**config.mk**
```make
export PLATFORM = sky130hd
export DESIGN_NAME = mf3_back
export DESIGN_NICKNAME = d
export VERILOG_FILES = /design/src/hw/rtl/median_filter_3x3_unit_defines.svh /design/src/hw/rtl/mf3_pkg.sv /design/src/hw/rtl/mf3_back.sv
export SDC_FILE = /design/constraint.sdc
export NUM_CORES = 1
export LEC_CHECK = 0
export BUFFER_PORTS_ARGS = -buffer_cell sky130_fd_sc_hd__buf_4
export CORE_ASPECT_RATIO = 0.9
export CORE_MARGIN = 3
export CORE_UTILIZATION = 53
export DETAILED_ROUTE_END_ITERATION = 10
export GPL_ROUTABILITY_DRIVEN = 1
export PLACE_DENSITY = 0.72
export SLEW_MARGIN = 40
export SYNTH_ARGS = -nofsm -noshare
export SYNTH_HDL_FRONTEND = slang
export SYNTH_SLANG_ARGS = --single-unit
```
**constraint.sdc**
```tcl
create_clock -name clk -period 7.9 [get_ports clk]
set_input_delay 1.185 -clock clk [delete_from_list [all_inputs] [get_ports clk]]
set_output_delay 1.185 -clock clk [all_outputs]
set_load 0.03 [all_outputs]
```
**src/hw/rtl/median_filter_3x3_unit_defines.svh**
```systemverilog
// assertion macros for the 3x3 median filter unit
`ifndef MEDIAN_FILTER_3X3_UNIT_DEFINES_SVH
`define MEDIAN_FILTER_3X3_UNIT_DEFINES_SVH

// condition must hold at every edge out of reset
`define MF3_ASSERT_ALWAYS(name, cond, msg) \
  name: assert property (@(posedge clk) disable iff (!rst_n) (cond)) else $error(msg);

// trigger at one edge implies the condition at the next
`define MF3_ASSERT_NEXT(name, trig, cond, msg) \
  name: assert property (@(posedge clk) disable iff (!rst_n) (trig) |=> (cond)) else $error(msg);

`endif

```
**src/hw/rtl/mf3_pkg.sv**
```systemverilog
// shared constants, types and sorting network table for the median filter
package mf3_pkg;

  // configuration register indexes
  localparam int unsigned CFG_IDX_BITS = 2;
  localparam logic [CFG_IDX_BITS-1:0] CFG_IMAGE_WIDTH  = 2'd0;
  localparam logic [CFG_IDX_BITS-1:0] CFG_IMAGE_HEIGHT = 2'd1;
  localparam int unsigned CFG_DATA_BITS = 16;
  localparam int unsigned WIDTH_BITS    = 11;
  localparam int unsigned HEIGHT_BITS   = 16;

  localparam int unsigned WIN_TAPS = 9;
  localparam int unsigned MEDIAN_TAP = 4;
  localparam int unsigned QUEUE_DEPTH = 4;

  // compare-exchange network for the median of nine, lo gets the minimum
  localparam int unsigned NET_PAIRS = 19;
  localparam int unsigned NET_LO [NET_PAIRS] =
    '{1, 4, 7, 0, 3, 6, 1, 4, 7, 0, 5, 4, 3, 1, 2, 4, 4, 6, 4};
  localparam int unsigned NET_HI [NET_PAIRS] =
    '{2, 5, 8, 1, 4, 7, 2, 5, 8, 3, 8, 7, 6, 4, 5, 7, 2, 4, 2};
  // pipeline register boundaries in the network
  localparam int unsigned NET_CUT_A = 9;
  localparam int unsigned NET_CUT_B = 16;

  // front status seen by the top level
  typedef struct packed {
    logic busy;
    logic push;
  } front_stat_t;

endpackage

```
**src/hw/rtl/mf3_back.sv**
```systemverilog
// back part: pipelined median-of-nine network and the result register
module mf3_back #(
  parameter int unsigned PIXEL_BITS = 8
) (
  input  logic                                  clk,
  input  logic                                  rst_n,
  input  logic                                  req_valid,
  input  logic [mf3_pkg::WIN_TAPS*PIXEL_BITS:0] req_data,
  output logic                                  req_pop,
  output logic                                  empty,
  input  logic                                  pop,
  output logic [PIXEL_BITS-1:0]                 median,
  output logic                                  last
);
  import mf3_pkg::*;

  localparam int unsigned PB = PIXEL_BITS;

  typedef logic [WIN_TAPS*PB-1:0] win_t;

  function automatic win_t sort_span(input win_t v, input int unsigned first,
                                     input int unsigned stop);
    logic [PB-1:0] a, b;
    win_t          w;
    w = v;
    for (int unsigned k = 0; k < NET_PAIRS; k++) begin
      if (k >= first && k < stop) begin
        a = w[NET_LO[k]*PB +: PB];
        b = w[NET_HI[k]*PB +: PB];
        if (b < a) begin
          w[NET_LO[k]*PB +: PB] = b;
          w[NET_HI[k]*PB +: PB] = a;
        end
      end
    end
    return w;
  endfunction

  logic    adv;
  logic    sa_v_r, sb_v_r, out_v_r;
  win_t    sa_r, sb_r, sc;
  logic    sa_last_r, sb_last_r;
  logic [PB-1:0] median_r;
  logic    last_r;

  // the whole pipe holds while an untaken result sits in the output register
  assign adv     = !(out_v_r && !pop);
  assign req_pop = adv && req_valid;
  assign sc      = sort_span(sb_r, NET_CUT_B, NET_PAIRS);

  always_ff @(posedge clk) begin
    if (!rst_n) begin
      sa_v_r  <= 1'b0;
      sb_v_r  <= 1'b0;
      out_v_r <= 1'b0;
    end else if (adv) begin
      sa_v_r  <= req_valid;
      sb_v_r  <= sa_v_r;
      out_v_r <= sb_v_r;
    end
  end

  always_ff @(posedge clk) begin
    if (adv) begin
      sa_r      <= sort_span(req_data[WIN_TAPS*PB-1:0], 0, NET_CUT_A);
      sa_last_r <= req_data[WIN_TAPS*PB];
      sb_r      <= sort_span(sa_r, NET_CUT_A, NET_CUT_B);
      sb_last_r <= sa_last_r;
      median_r  <= sc[MEDIAN_TAP*PB +: PB];
      last_r    <= sb_last_r;
    end
  end

  assign empty  = !out_v_r;
  assign median = median_r;
  assign last   = last_r;

endmodule

```
* Word level (Yosys, flattened, before mapping)
Index checks and enable logic that the tools add are counted.
Cells by class: $lt $le $gt $ge 19, mux-type cells 36, reductions and logical operators 5
Operators with widths (number):
- $mux W16 | 15
- $mux W8 | 21
- $lt A8 B8 Y1 | 19
- $logic_not A1 Y1 | 3
- $logic_and A1 B1 Y1 | 2
Word-level totals: word-level logic and storage cells 69, output and inout port bits 11, bits in registers 142

* Depth between registers and ports, before layout
depth in word-level cells 8, gate-level depth with buffers 30, gate-level depth less buffers 25

* Worst setup path after synthesis
No wires, ideal clock.
kind input -> register, start point input req_data[34] (netlist name), end point register sa_r[41] (data pin), stages on the path 26, library setup time 258 ps, data arrival time 6662 ps, data required time 7642 ps, slack 980 ps, buffers on the path 4, path through inv_1 -> ha_1 -> a21o_1 -> a31oi_1 -> o211ai_1 -> a21oi_1 -> clkbuf_1 -> clkbuf_1 -> nand2_1 -> o21ai_0 -> ha_1 -> a21oi_1 -> o21ai_0 -> o21ai_0 -> a2111o_1 -> o311ai_1 -> buf_2 -> buf_2 -> mux2i_1 -> ha_1 -> and4_1 -> and4_1 -> a2111oi_4 -> and2_1 -> a21oi_1 -> o221a_2
Between the ends: word-level cells in the longest chain between the ends 8
RTL lines:
- start, declared | line mf3_back.sv:8 | input logic [mf3_pkg::WIN_TAPS*PIXEL_BITS:0] req_data,
- $lt A8 B8 Y1 | line mf3_back.sv:30 | if (b < a) begin
- $mux W16 * | line mf3_back.sv:30
- $mux W16 * | line mf3_back.sv:64 | if (adv) begin
- $lt A8 B8 Y1 | line mf3_back.sv:30
- $mux W16 | line mf3_back.sv:30
- $mux W16 | line mf3_back.sv:64
- $lt A8 B8 Y1 | line mf3_back.sv:30
- $mux W16 * | line mf3_back.sv:30
- end signal, assigned | line mf3_back.sv:65 | sa_r <= sort_span(req_data[WIN_TAPS*PB-1:0], 0, NET_CUT_A);
- end, declared | line mf3_back.sv:41 | win_t sa_r, sb_r, sc;
Every way passes the cells marked *; elsewhere a longest branch is shown, timed or not. The select of a mux whose other input is x is not followed. A chain may end at the register's enable or synchronous reset.

* Final worst setup path
start point input req_data[10] (netlist name), end point register sa_r[17] (data pin)
The elaborated chain is that of the path after synthesis.

==> results.tsv <==
stage	metric	value	unit
setup_path	critPathKind	in2reg	
clock_tree	htree_levels	3	
cells_and_area	multi_input_area	6370	um2
place	io_buffers	87	
run	drv_cap	0	
global_route	grt_pass1_wl	40.7	mm
clock_tree	post-cts-setup-buffers	0	
clock_tree	cts_num_sinks	110	
synthesis	ys.flop_type	edfxtp_1	
sta	slew_headroom	44.8	%
synthesis	mappedNetlistArea	10400	um2
setup_path	crit_fanout	17	
worst_hold_path	hold_path_class	reg2reg	
clock_tree	cts_root_buf	clkbuf_16	
cells_and_area	fillerInstances	1655	
global_route	grt.total_usage	23.5	%
sta	whs	0.422	ns
global_route	met2_usage	37.6	%
route	wirelength	25.4	mm
place	hpwl	20.2	mm
floorplanning	die_w	153	um
pwr	pwr-share-comb	68.4	%
clock_tree	tritoncts	yes	
cells_and_area	area_growth	11.5	%
floorplanning	rows	47	
setup_path	timing.critical_path.mode_cell	o21ai_0	
outcome	status	finished, final reports clean	
place	gp_congestion	0.994	
global_route	first_global_vias	8118	
synthesis	syn_inst	1121	
floorplanning	die_y	139	um
cells_and_area	layout_common_cells	152 x inv_1, 133 x ha_1, 107 x edfxtp_1	
route	first_pass_iters	6	
sta	final.setup.tns	0	ns
pwr	pwr-share-clk	8.3	%
synthesis	synth_edf_count	107	
synthesis	synth-seq-area-share	31.6	%
synthesis	synthesis.nets	1331	
clock_tree	worstSkewPairLatency	0.36	ns
pwr	internal_power	2.78	mW
sta	setup_viol	0	
setup_path	worstPathArrival	7.24	ns
setup_path	crit_path_end_kind	register	
clock_tree	cts_buffers	9	
pwr	ir_drop	0.000271	V
clock_tree	clk_pin_slew	0.07	ns
setup_path	start_kind	primary input	
synthesis	yosys_warnings	0	
pwr	powerDensity	446	nW/um2
sta	max_freq	139	MHz
pwr	netSwitchingFraction	46.0	%
cells_and_area	design_area	11500	um2
sta	drv_slew	0	
pwr	p_switching	2.37	mW
global_route	grt_max_degree	93	
clock_tree	clockBufferDepth	2	
sta	worst_slew_pin_slew	0.825	ns
synthesis	synthDistinctLibCells	70	
synthesis	syn_avg_cell_area	9.24	um2
route	drtIter0Drc	703	
clock_tree	cts_resized	0	
route	wire_per_inst	17.6	um
floorplanning	core_area	18800	um2
pwr	p_seq_share	23.3	%
floorplanning	start_util	55.2	%
sta	rsz0062_at_grt	no	
setup_path	critical-path-slowest-cell	o22ai_1	
route	drt-vias-per-instance	5.97	
sta	finalCritPeriodShare	90.9	%
cells_and_area	antenna_cells	0	
route	vias	8611	
setup_path	worstPathRequired	7.96	ns
floorplanning	die-area	21300	um2
clock_tree	ctsHoldBuffers	0	
cells_and_area	drive_gt1_share	15.2	%
global_route	grt_use_met3	5.74	%
cells_and_area	utilization	61.6	%
cells_and_area	regArea	3270	um2
route	drc	0	
global_route	overflow	0	
global_route	grt_busiest_layer	met2	
sta	fin_crit	7.18	ns
synthesis	synthArstFlopShare	0	%
global_route	met1_usage	32.8	%
pwr	p_total	5.16	mW
synthesis	ys_ff_latch	110	
place	post_dp_cell_area	11300	um2
floorplanning	ios	88	
sta	hold_violations	0	
cells_and_area	nets	1402	
global_route	antenna_found_initial	1	
cells_and_area	final_common_cell	inv_1	
setup_path	cp_slowest_stage_delay	0.57	ns
pwr	leakage	5.59	nW
sta	finClkSkew	0.00884	ns
route	drt.antenna.violating_nets	0	
## routing by layer
metal	part of all wire, %	vias to the layer above	wire, um
li1	-	4326	-
met5	0.051	-	13
met3	7.4	28	1870
met1	47	3990	11900
met2	44	265	11200
met4	1.4	2	351
## worst max-delay path: cells and delay by family
family,cells,cell delay (ns)
AO/OA/AOI/OAI,17,4.29
buffers and inverters,4,0.70
adder cells (fa/ha/maj),3,0.91
AND/OR/NAND/NOR,2,0.12
## state kept, by name, indices dropped and copies added, names as in the netlist
signal     count
sa_v_r         1
sa_last_r      1
sa_r          72
median         8
sb_r          24
sb_v_r         1
last           1
sb_last_r      1
out_v_r        1
## logic make-up (layout without fill, tap and decap cells)
logic type,count (synthesis),count (layout),synth area share (%)
AOI/OAI and AO/OA,328,328,22.6
adders and majority gates,133,133,16.1
buffers and inverters,192,268,7.31
DFF,110,110,31.6
muxes,103,103,10.4
and+or+nand+nor,255,255,12.1
## power by group through the flow
stage	registers [mW]	logic (mW)	clock network [mW]
after floorplan	1.19	2.68	0
final	1.20	3.52	0.430
after global placement	1.21	3.39	0
after detailed placement	1.21	3.48	0
after CTS	1.20	3.50	0.436
after global routing	1.23	3.96	0.459
## synth_stat cells, drive strengths merged (4+ instances only)
cell type / count / area [um2]
a211oi: 14 / 110
o211ai: 9 / 67.6
o21a: 8 / 60.1
o221a: 21 / 236
mux2: 30 / 345
edfxtp: 107 / 3210
a222oi: 7 / 70.1
and4: 5 / 43.8
nand4b: 7 / 61.3
nand3: 18 / 90.1
o21ai: 91 / 459
a21o: 44 / 330
a21oi: 63 / 330
nor2b: 4 / 25.0
a211o: 6 / 52.6
a221oi: 10 / 105
nor2: 53 / 199
buf: 14 / 87.6
a2111o: 8 / 90.1
or3: 17 / 106
a2111oi: 7 / 86.3
o31a: 4 / 35.0
clkbuf: 26 / 98.8
and2: 7 / 43.8
nand4: 15 / 93.8
mux2i: 73 / 731
inv: 152 / 571
nand2b: 23 / 144
ha: 133 / 1660
o211a: 6 / 60.1
nor3: 9 / 45.0
a21boi: 5 / 37.5
or2: 4 / 25.0
nand2: 87 / 327
## stage by stage
stage / setup WS, ns / cells
detailed placement: 0.412 / 1426
global route: 0.182 / 1442
CTS: 0.782 / 1442
global placement: 0.413 / 1426
finish: 0.719 / 1442
floorplan: 0.980 / 1121
## path summary, 6_finish.rpt
check | startpoint | end | cells after the start | slack [ns]
worst max-delay path | req_data[10] | sa_r[17] | 26 | 0.72
worst min-delay path | sb_last_r | last | 0 | 0.42
worst max register to register | sa_r[34] | sb_r[32] | 24 | 1.38
worst min register to register | sb_last_r | last | 0 | 0.42
## cell type report
class	instances	share of cell area, %
Sequential cell	110	28.3
Inverter	152	4.94
Clock buffer	9	1.95
Timing Repair Buffer	100	6.56
Tap cell	245	2.65
Multi-Input combinational cell	819	55.1
Clock inverter	7	0.423
No activity file was read; power rests on OpenSTA's default activity.
