## src/hw/rtl/median_filter_3x3_unit_defines.svh

```systemverilog
// assertion macros for the 3x3 median filter unit
`ifndef MEDIAN_FILTER_3X3_UNIT_DEFINES_SVH
`define MEDIAN_FILTER_3X3_UNIT_DEFINES_SVH

// condition must hold at every edge out of reset
`define MF3_ASSERT_ALWAYS(name, cond, msg) \
  name: assert property (@(posedge clk) disable iff (!rst_n) (cond)) else $error(msg);

// trigger at one edge implies the condition at the next
`define MF3_ASSERT_NEXT(name, trig, cond, msg) \
  name: assert property (@(posedge clk) disable iff (!rst_n) (trig) |=> (cond)) else $error(msg);

`endif

```

## src/hw/rtl/mf3_queue.sv

```systemverilog
// small request queue between the front and back parts
module mf3_queue #(
  parameter int unsigned WIDTH = 73,
  parameter int unsigned DEPTH = 4
) (
  input  logic                       clk,
  input  logic                       rst_n,
  input  logic                       push,
  input  logic [WIDTH-1:0]           wdata,
  input  logic                       pop,
  output logic [WIDTH-1:0]           rdata,
  output logic [$clog2(DEPTH+1)-1:0] count,
  output logic                       empty,
  output logic                       full
);

  localparam int unsigned PTR_BITS = (DEPTH > 1) ? $clog2(DEPTH) : 1;
  localparam int unsigned CNT_BITS = $clog2(DEPTH+1);

  logic [WIDTH-1:0]    mem_r [DEPTH];
  logic [PTR_BITS-1:0] wr_ptr_r, wr_ptr_nxt;
  logic [PTR_BITS-1:0] rd_ptr_r, rd_ptr_nxt;
  logic [CNT_BITS-1:0] count_r, count_nxt;

  always_comb begin
    wr_ptr_nxt = wr_ptr_r;
    rd_ptr_nxt = rd_ptr_r;
    count_nxt  = count_r;
    if (push) begin
      wr_ptr_nxt = (wr_ptr_r == PTR_BITS'(DEPTH-1)) ? '0 : wr_ptr_r + 1'b1;
    end
    if (pop) begin
      rd_ptr_nxt = (rd_ptr_r == PTR_BITS'(DEPTH-1)) ? '0 : rd_ptr_r + 1'b1;
    end
    if (push && !pop) begin
      count_nxt = count_r + 1'b1;
    end else if (pop && !push) begin
      count_nxt = count_r - 1'b1;
    end
  end

  always_ff @(posedge clk) begin
    if (!rst_n) begin
      wr_ptr_r <= '0;
      rd_ptr_r <= '0;
      count_r  <= '0;
    end else begin
      wr_ptr_r <= wr_ptr_nxt;
      rd_ptr_r <= rd_ptr_nxt;
      count_r  <= count_nxt;
    end
  end

  always_ff @(posedge clk) begin
    if (push) begin
      mem_r[wr_ptr_r] <= wdata;
    end
  end

  assign rdata = mem_r[rd_ptr_r];
  assign count = count_r;
  assign empty = (count_r == '0);
  assign full  = (count_r == CNT_BITS'(DEPTH));

endmodule

```

## config.mk

```make
export PLATFORM = sky130hd
export DESIGN_NAME = mf3_queue
export DESIGN_NICKNAME = d
export VERILOG_FILES = /design/src/hw/rtl/median_filter_3x3_unit_defines.svh /design/src/hw/rtl/mf3_queue.sv
export SDC_FILE = /design/constraint.sdc
export NUM_CORES = 1
export LEC_CHECK = 0
export BUFFER_PORTS_ARGS = -buffer_cell sky130_fd_sc_hd__buf_2
export CAP_MARGIN = 20
export CORE_ASPECT_RATIO = 1.1
export CORE_MARGIN = 10
export CORE_UTILIZATION = 50
export CTS_CLUSTER_DIAMETER = 30
export DETAILED_ROUTE_END_ITERATION = 10
export PLACE_DENSITY = 0.8
export SETUP_SLACK_MARGIN = 0.15
export SLEW_MARGIN = 20
export SYNTH_ARGS = -nofsm -noshare
export SYNTH_HDL_FRONTEND = slang
export SYNTH_SLANG_ARGS = --single-unit
```

## constraint.sdc

```tcl
create_clock -name clk -period 2.77 [get_ports clk]
set_input_delay 0.1385 -clock clk [delete_from_list [all_inputs] [get_ports clk]]
set_output_delay 0.1385 -clock clk [all_outputs]
set_load 0.01 [all_outputs]
```

# Yosys cells after proc, flatten, opt, wreduce, memory -nomap -nowiden
# Memories as Yosys holds them, arrays and structs flattened. A register that Yosys moved wholly into a read port is not among the register bits.
# Index checks and enable logic that the tools add are counted.
dict set report classes {
  addsub 4
  eq_ne 3
  n_mux 8
  reduce_logical 6
}
# op n
set ops {}
lappend ops {{$mux 2} 4}
lappend ops {{$mux 3} 2}
lappend ops {{$add 2x1->2 const B} 2}
lappend ops {{$eq 2x2->1 const B} 2}
lappend ops {{$add 3x1->3 const B} 1}
lappend ops {{$eq 3x3->1 const B} 1}
lappend ops {{$logic_not 3->1} 1}
lappend ops {{$sub 3x1->3 const B} 1}
lappend ops {{$logic_and 1x1->1} 2}
lappend ops {{$logic_not 1->1} 2}
lappend ops {{$mux 1} 2}
lappend ops {{$reduce_bool 2->1} 1}
dict set report word_totals {
  reg_bits 7
  ram_bits 292
  wordCells 25
  memories 1
}
# name depth word_bits rd rd_clocked_by_memory_dff wr line
set mem_list {}
lappend mem_list {mem_r 4 73 1 1 1 mf3_queue.sv:20} ;# logic [WIDTH-1:0] mem_r [DEPTH];

# Longest topological paths before layout
# Gate-level depths: netlist (run 1).
dict set report depth {
  ltp_word 4
  depth_mapped 7
}

# Worst setup path before layout (run 1)
# Ideal clock, no wire load.
dict set report synth_path {
  path_kind {register to register}
  startpoint {register wr_ptr_r[0]}
  endpoint {memory mem_r[3][0] (enable)}
  arrival_ps 2255
  required_time_ps 2331
  path_slack_ps 77
  stages_incl_launch_ff 3
  path_buffers 0
  period_less_slack_ps 2693
  path_cell_list {dfxtp_1 > ha_1 > and2_1}
}
# element line
set synth_rtl {}
lappend synth_rtl {{from (decl)} mf3_queue.sv:21} ;# logic [PTR_BITS-1:0] wr_ptr_r, wr_ptr_nxt;
lappend synth_rtl {{from (signal assigned)} mf3_queue.sv:48} ;# wr_ptr_r <= wr_ptr_nxt;
lappend synth_rtl {{to (decl)} mf3_queue.sv:20}
# Straight into the memory's write port.

==> reports/metrics.csv, run 1 <==
stage,metric,value,unit
sta,fin_skew,0.01575,ns
synth,ys_seq_area_share,80.87,%
synth,synth_area_per_cell,26.04,um2
finish,area_growth,29.95,%
sta,drv_slew,0,
worst_setup_path,crit_slowest_cell,dfxtp_4,
routing,vias,5425,
synth,synth.area.top_cells,"edfxtp_1 79%, mux4_2 15%, dfxtp_1 1.6%",
grt,grt_pass1_wl,34.47,mm
sta,fin_crit_sh,83.01,%
pwr,power,11.48,mW
hold_path,hp-class,in -> reg,
sta,setup_violations,0,
die,die_x,161.8,um
finish,final_nets,776,
sta,fin_crit,2.299,ns
worst_setup_path,start_kind,flip-flop,
synth,ys_async_sr_fraction,0,%
die,start_util,50.38,%
worst_setup_path,path_buf_inv,2,
grt,grt.total_usage,15.40,%
worst_setup_path,endpoint_kind,output pin,
clock_tree,clk-insertion-delay-late,0.53,ns
die,die_h,176.0,um
sta,hold_viol_final,0,
worst_setup_path,worstPathRequired,2.63,ns
grt,grt_overflow,0,
synth,yosysTopAreaCellShare,79.24,%
grt,grt_max_degree,39,
worst_setup_path,arrival,2.16,ns
grt,grt_pass1_vias,6056,
placed_design,io_buffers,154,
synth,syn_nets,509,
routing,drcViolationCount,0,
synth,ys_seq_elements,301,
synth,ys_types,23,
sta,slew_headroom,60.60,%
grt,antenna_found_initial,2,
outcome,status,"finished, final reports clean",
synth,synth_edf_count,292,
finish,multi_input_comb_area,0.001921,mm2
clock_tree,cts.repair.resized,0,
routing,routedWlPerCell,21.45,um
clock_tree,cts.path.max_buffers,3,
sta,worstMarginPinSlew,0.5910,ns
routing,drtPass1Iterations,4,
die,ios,155,
worst_setup_path,path_cells,buf_12 -> mux4_2 -> buf_2,
synth,synth_cells,425,
synth,ys.flop_type,edfxtp_1,
routing,wirelength,21.94,mm
clock_tree,htreeDepth,2,
die,rows,57,
finish,drive_above_1_share,43.25,%
synth,mappedNetlistArea,0.01107,mm2
routing,viasPerCell,5.303,
synth,synth_most_common_cell,edfxtp_1,
pwr,vdd_drop_max,552.4,uV
routing,ant_nets,0,
synth,yosys_warnings,0,
pwr,p_leak,4.970,nW
sta,fin_setup_tns,0,ns
worst_setup_path,slowest_delay,0.71,ns
worst_setup_path,path_delay_family,flip-flops,
sta,max_freq,0.4349,GHz
sta,rsz0062_at_grt,no,
die,core_area,0.02197,mm2
clock_tree,cts_tree,done,
flow_run,max_cap_viol_count,0,
placed_design,gp_congestion,0.7320,
clock_tree,clk_pin_slew_worst_paths,0.06,ns
clock_tree,cts.sinks,301,
routing,dr.first_iter.drc_count,316,
placed_design,dp_hpwl,12.73,mm
clock_tree,cts-root-buf,clkbuf_16,
clock_tree,cts_made_buffers,43,
finish,ff_latch_area,0.008956,mm2
synth,yosys.area.top_type,edfxtp_1,
finish,nFillCells,1431,
worst_setup_path,worstSetupPathType,reg -> out,
pwr,pwr_density_cell,798.3,mW/mm2
synth,synth.top_cells.by_count,"292 x edfxtp_1, 72 x mux4_2, 9 x dfxtp_1, 7 x buf_12, 7 x buf_2",
die,dieArea,0.02849,mm2
worst_setup_path,cp_max_fo,38,
## logic make-up after synthesis
| family | after synthesis | synth area share [%] |
|---|---|---|
| buffers and inverters | 20 | 1.866 |
| AND/OR/NAND/NOR | 15 | 0.8141 |
| flip-flops | 301 | 80.87 |
| multiplexers | 77 | 15.25 |
| XOR/XNOR | 2 | 0.1583 |
| adder cells (fa/ha/maj) | 7 | 0.8593 |
| AO/OA/AOI/OAI | 3 | 0.1809 |
## cell usage in the layout, fill, tap and decap left out, drive strengths merged
cell type,instances
bufinv,2
nor3b,1
nor2b,5
edfxtp,292
clkinv,16
diode,2
clkinvlp,8
nor2,1
dlygate4sd3,76
dfxtp,9
mux4,73
ha,6
mux2i,4
o21a,1
buf,162
xnor2,1
and2,5
nor3,2
a21boi,1
inv,14
o21ai,1
or3,1
clkbuf,43
fa,1
xor2,1
## state kept, by name (all words and copies together), names as in the netlist, named ones only
register  cells
wr_ptr_r      2
mem_r       292
count         3
rd_ptr_r      2
## stage by stage
step | hold WS [ns] | cells | util [%] | worst slack, ns | instance area, um2
finish | 0.01565 | 1023 | 65.46 | 0.4705 | 14380
global route | 0.03566 | 1022 | 65.45 | 0.3976 | 14380
CTS | 0.006173 | 1021 | 65.44 | 0.4728 | 14380
detailed placement | 0.3547 | 866 | 55.45 | 0.8910 | 12180
global placement | 0.3480 | 866 | 55.45 | 0.9812 | 12180
floorplan | 0.2374 | 425 | - | 0.8704 | 11070
## per-layer routing
| layer | share of wire, % | track usage [%] | wire length, um |
|---|---|---|---|
| met1 | 40 | 19.12 | 8706 |
| met2 | 52 | 25.62 | 11350 |
| met3 | 6.5 | 4.333 | 1432 |
| met4 | 2.1 | 5.273 | 450 |
| met5 | 0 | 0 | 0 |
## worst paths after layout
path | depth (start not counted) | slack [ns] | endpoint | from
setup / recovery | 3 | 0.47 | rdata[3] | flip-flop
hold / removal | 3 | 0.02 | wr_ptr_r[0] | push
setup reg to reg | 3 | 0.91 | mem_r[3][27] | wr_ptr_r[0]
hold reg to reg | 2 | 0.56 | flip-flop | rd_ptr_r[1]
## repair_timing
item	4_1_cts	5_1_grt
hold buffers	76	0
buffers inserted	0	0
endpoints found under the hold margin	301	0
## tightest hold or removal path, delay by kind of cell
| kind | cells | cell delay, ns |
|---|---|---|
| buf+inv | 1 | 0.18 |
| mux | 1 | 0.10 |
| simple gates | 1 | 0.10 |
## area by class of cell
| cell class | instances | share of cell area, % |
|---|---|---|
| flip-flops and latches | 301 | 62.28 |
| clock inverters | 36 | 2.497 |
| inverters | 4 | 0.1044 |
| clock buffers | 43 | 7.483 |
| diodes | 2 | 0.03480 |
| multi-input cells | 104 | 13.36 |
| well taps | 295 | 2.567 |
| repair buffers | 238 | 11.68 |
## power by group
| group | switching (mW) | internal [mW] |
|---|---|---|
| clock network | 2.10 | 3.14 |
| logic | 0.477 | 0.469 |
| registers | 0.0768 | 5.22 |
No activity file was read; power rests on OpenSTA's default activity.
==> run 2: changes to the inputs <==
- PLACE_DENSITY: 0.8 -> 0.77
- clock period: 2.77 -> 2.3 ns (I/O delays scaled with it)
==> run 2 against run 1 <==
Effect of this change: global-route usage decreased by 0.41 points; first-iteration DRC count is 6.0% lower; clock power increased by 23%; routed wire length shrank 1.6%; flip-flop and latch count did not move; core utilization grew 0.35 points; critical path type unchanged; highest routed layer unchanged.
==> reports/metrics.csv, run 2 (synthesized netlist as in run 1, its figures left out) <==
stage,metric,value,unit,change
routing,wirelength,21.58,mm,-1.6%
clock_tree,htreeDepth,2,,unchanged
sta,fin_setup_tns,0,ns,unchanged
die,dieArea,0.02849,mm2,unchanged
clock_tree,clk_pin_slew_worst_paths,0.06,ns,about the same
clock_tree,clk-insertion-delay-late,0.52,ns,about the same
worst_setup_path,start_kind,flip-flop,,
sta,rsz0062_at_grt,no,,
clock_tree,cts.repair.resized,0,,unchanged
grt,grt_overflow,0,,unchanged
worst_setup_path,ff2ff_setup_slack,0.72,ns,-0.19 ns
sta,slew_headroom,67.83,%,+7.2 points
flow_run,max_cap_viol_count,0,,unchanged
grt,grt.total_usage,15.00,%,-0.41 points
finish,largest_register_ffs,292,,unchanged
clock_tree,cts-root-buf,clkbuf_16,,
pwr,pwr_density_cell,967.8,mW/mm2,+21%
finish,fin_util,65.82,%,+0.35 points
pwr,vdd_drop_max,674.5,uV,+22%
sta,max_freq,0.4848,GHz,
routing,dr.first_iter.drc_count,297,,-6.0%
pwr,p_leak,5.017,nW,+0.94%
placed_design,dp_hpwl,12.53,mm,-1.6%
clock_tree,cts_tree,done,,
die,ios,155,,unchanged
finish,final_cell_mix,"292 x edfxtp_1, 154 x buf_2, 77 x dlygate4sd3_1",,
routing,drtPass1Iterations,5,,+1
grt,grt_max_degree,74,,+90%
worst_setup_path,worstPathRequired,2.18,ns,-0.45 ns
die,die_h,176.0,um,unchanged
die,die_x,161.8,um,unchanged
clock_tree,cts.path.max_buffers,3,,unchanged
die,core_area,0.02197,mm2,unchanged
routing,drcViolationCount,0,,unchanged
placed_design,gp_congestion,0.7068,,-3.4%
sta,fin_skew,0.01024,ns,-0.005518 ns
routing,routedWlPerCell,20.93,um,-2.4%
placed_design,io_buffers,154,,unchanged
finish,final_nets,782,,+0.77%
hold_path,hp-class,in -> reg,,
clock_tree,cts_made_buffers,44,,+2.3%
grt,grt_pass1_vias,6127,,+1.2%
die,start_util,50.38,%,unchanged
sta,fin_crit,2.063,ns,
sta,drv_slew,0,,unchanged
finish,drive_above_1_share,42.43,%,-0.82 points
sta,setup_violations,0,,unchanged
finish,area_growth,30.65,%,
routing,viasPerCell,5.186,,-2.2%
grt,grt_pass1_wl,33.85,mm,-1.8%
sta,worstMarginPinSlew,0.4826,ns,-0.1085 ns
routing,ant_nets,0,,unchanged
clock_tree,cts.sinks,301,,unchanged
finish,final_common_cell,edfxtp_1,,
finish,nFillCells,1451,,+1.4%
finish,top_register,mem_r,,
worst_setup_path,endpoint_kind,output pin,,
worst_setup_path,cp_max_fo,11,,-71%
worst_setup_path,arrival,1.95,ns,-0.21 ns
outcome,status,"finished, final reports clean",,
grt,antenna_found_initial,3,,+1
routing,vias,5347,,-1.4%
sta,hold_viol_final,0,,unchanged
sta,fin_crit_sh,89.69,%,
worst_setup_path,worstSetupPathType,reg -> out,,
die,rows,57,,unchanged
run 2: cell count changes in the layout (fill, tap and decap cells not counted):
cell / before / now
inv_8: 4 / 0
clkinvlp_4: 8 / 5
buf_4: 1 / 5
clkbuf_1: 0 / 3
clkinv_1: 5 / 11
clkinv_2: 2 / 1
inv_6: 5 / 6
clkinv_4: 6 / 4
dlygate4sd3_1: 76 / 77
clkbuf_16: 43 / 44
clkinv_8: 3 / 1
diode_2: 2 / 3
bufinv_16: 2 / 5
run 2: layout make-up:
cell class | instances | area [um2] | area share [%]
clock buffer | 47 | 1112 | 7.694
tap | 295 | 369.1 | 2.553
multi-input combinational | 104 | 1921 | 13.28
clock inverter | 34 | 357.8 | 2.475
inverter | 4 | 15.01 | 0.1039
antenna | 3 | 7.507 | 0.05193
sequential | 301 | 8956 | 61.95
timing repair buffer | 243 | 1719 | 11.89
run 2: where the power goes:
group,total [mW],internal [mW],switching (mW),leakage [nW]
registers,6.36,6.29,0.0732,2.76
clock network,6.46,4.11,2.34,0.699
logic,1.17,0.574,0.596,1.56
run 2: path summary, 6_finish.rpt:
| check | startpoint | to | cells past startpoint |
|---|---|---|---|
| worst max-delay path | flip-flop | rdata[50] | 3 |
| worst min-delay path | wdata[37] | mem_r[2][37] | 2 |
| worst max register to register | wr_ptr_r[0] | mem_r[3][64] | 3 |
| worst min register to register | wr_ptr_r[1] | wr_ptr_r[1] | 2 |
run 2: timing repair:
| action | in CTS | in global routing |
|---|---|---|
| endpoints found under the hold margin | 301 | 0 |
| hold buffers | 77 | 0 |
| endpoints found under the setup margin | 62 | 0 |
| setup buffers | 3 | 0 |
run 2: metal layers:
metal  GRT usage (%)  part of all wire, %  wire length (um)  vias to the layer above
li1                -                    -                 -                     2387
met2           25.27                   53             11370                      158
met5               0                    0                 0                        -
met3           4.286                  6.1              1311                       35
met1           18.48                   39              8442                     2767
met4           4.628                  2.1               463                        0
run 2: through the flow:
step	instance area, um2	power, mW	hold WS (ns)	setup slack [ns]	cells
finish	14460	13.99	0.3434	0.2372	1031
global route	14460	14.47	0.3422	0.1532	1030
CTS	14450	14.13	0.3200	0.1876	1028
detailed placement	12190	7.544	0.3294	0.5754	867
global placement	12190	7.495	0.3236	0.5875	867
floorplan	11070	7.081	0.2139	0.4004	425
run 2: worst max-delay path, cell delays in order (launching register included):
cell,delay [ns]
dfxtp_4,0.42
buf_4,0.29
mux4_2,0.55
buf_2,0.17
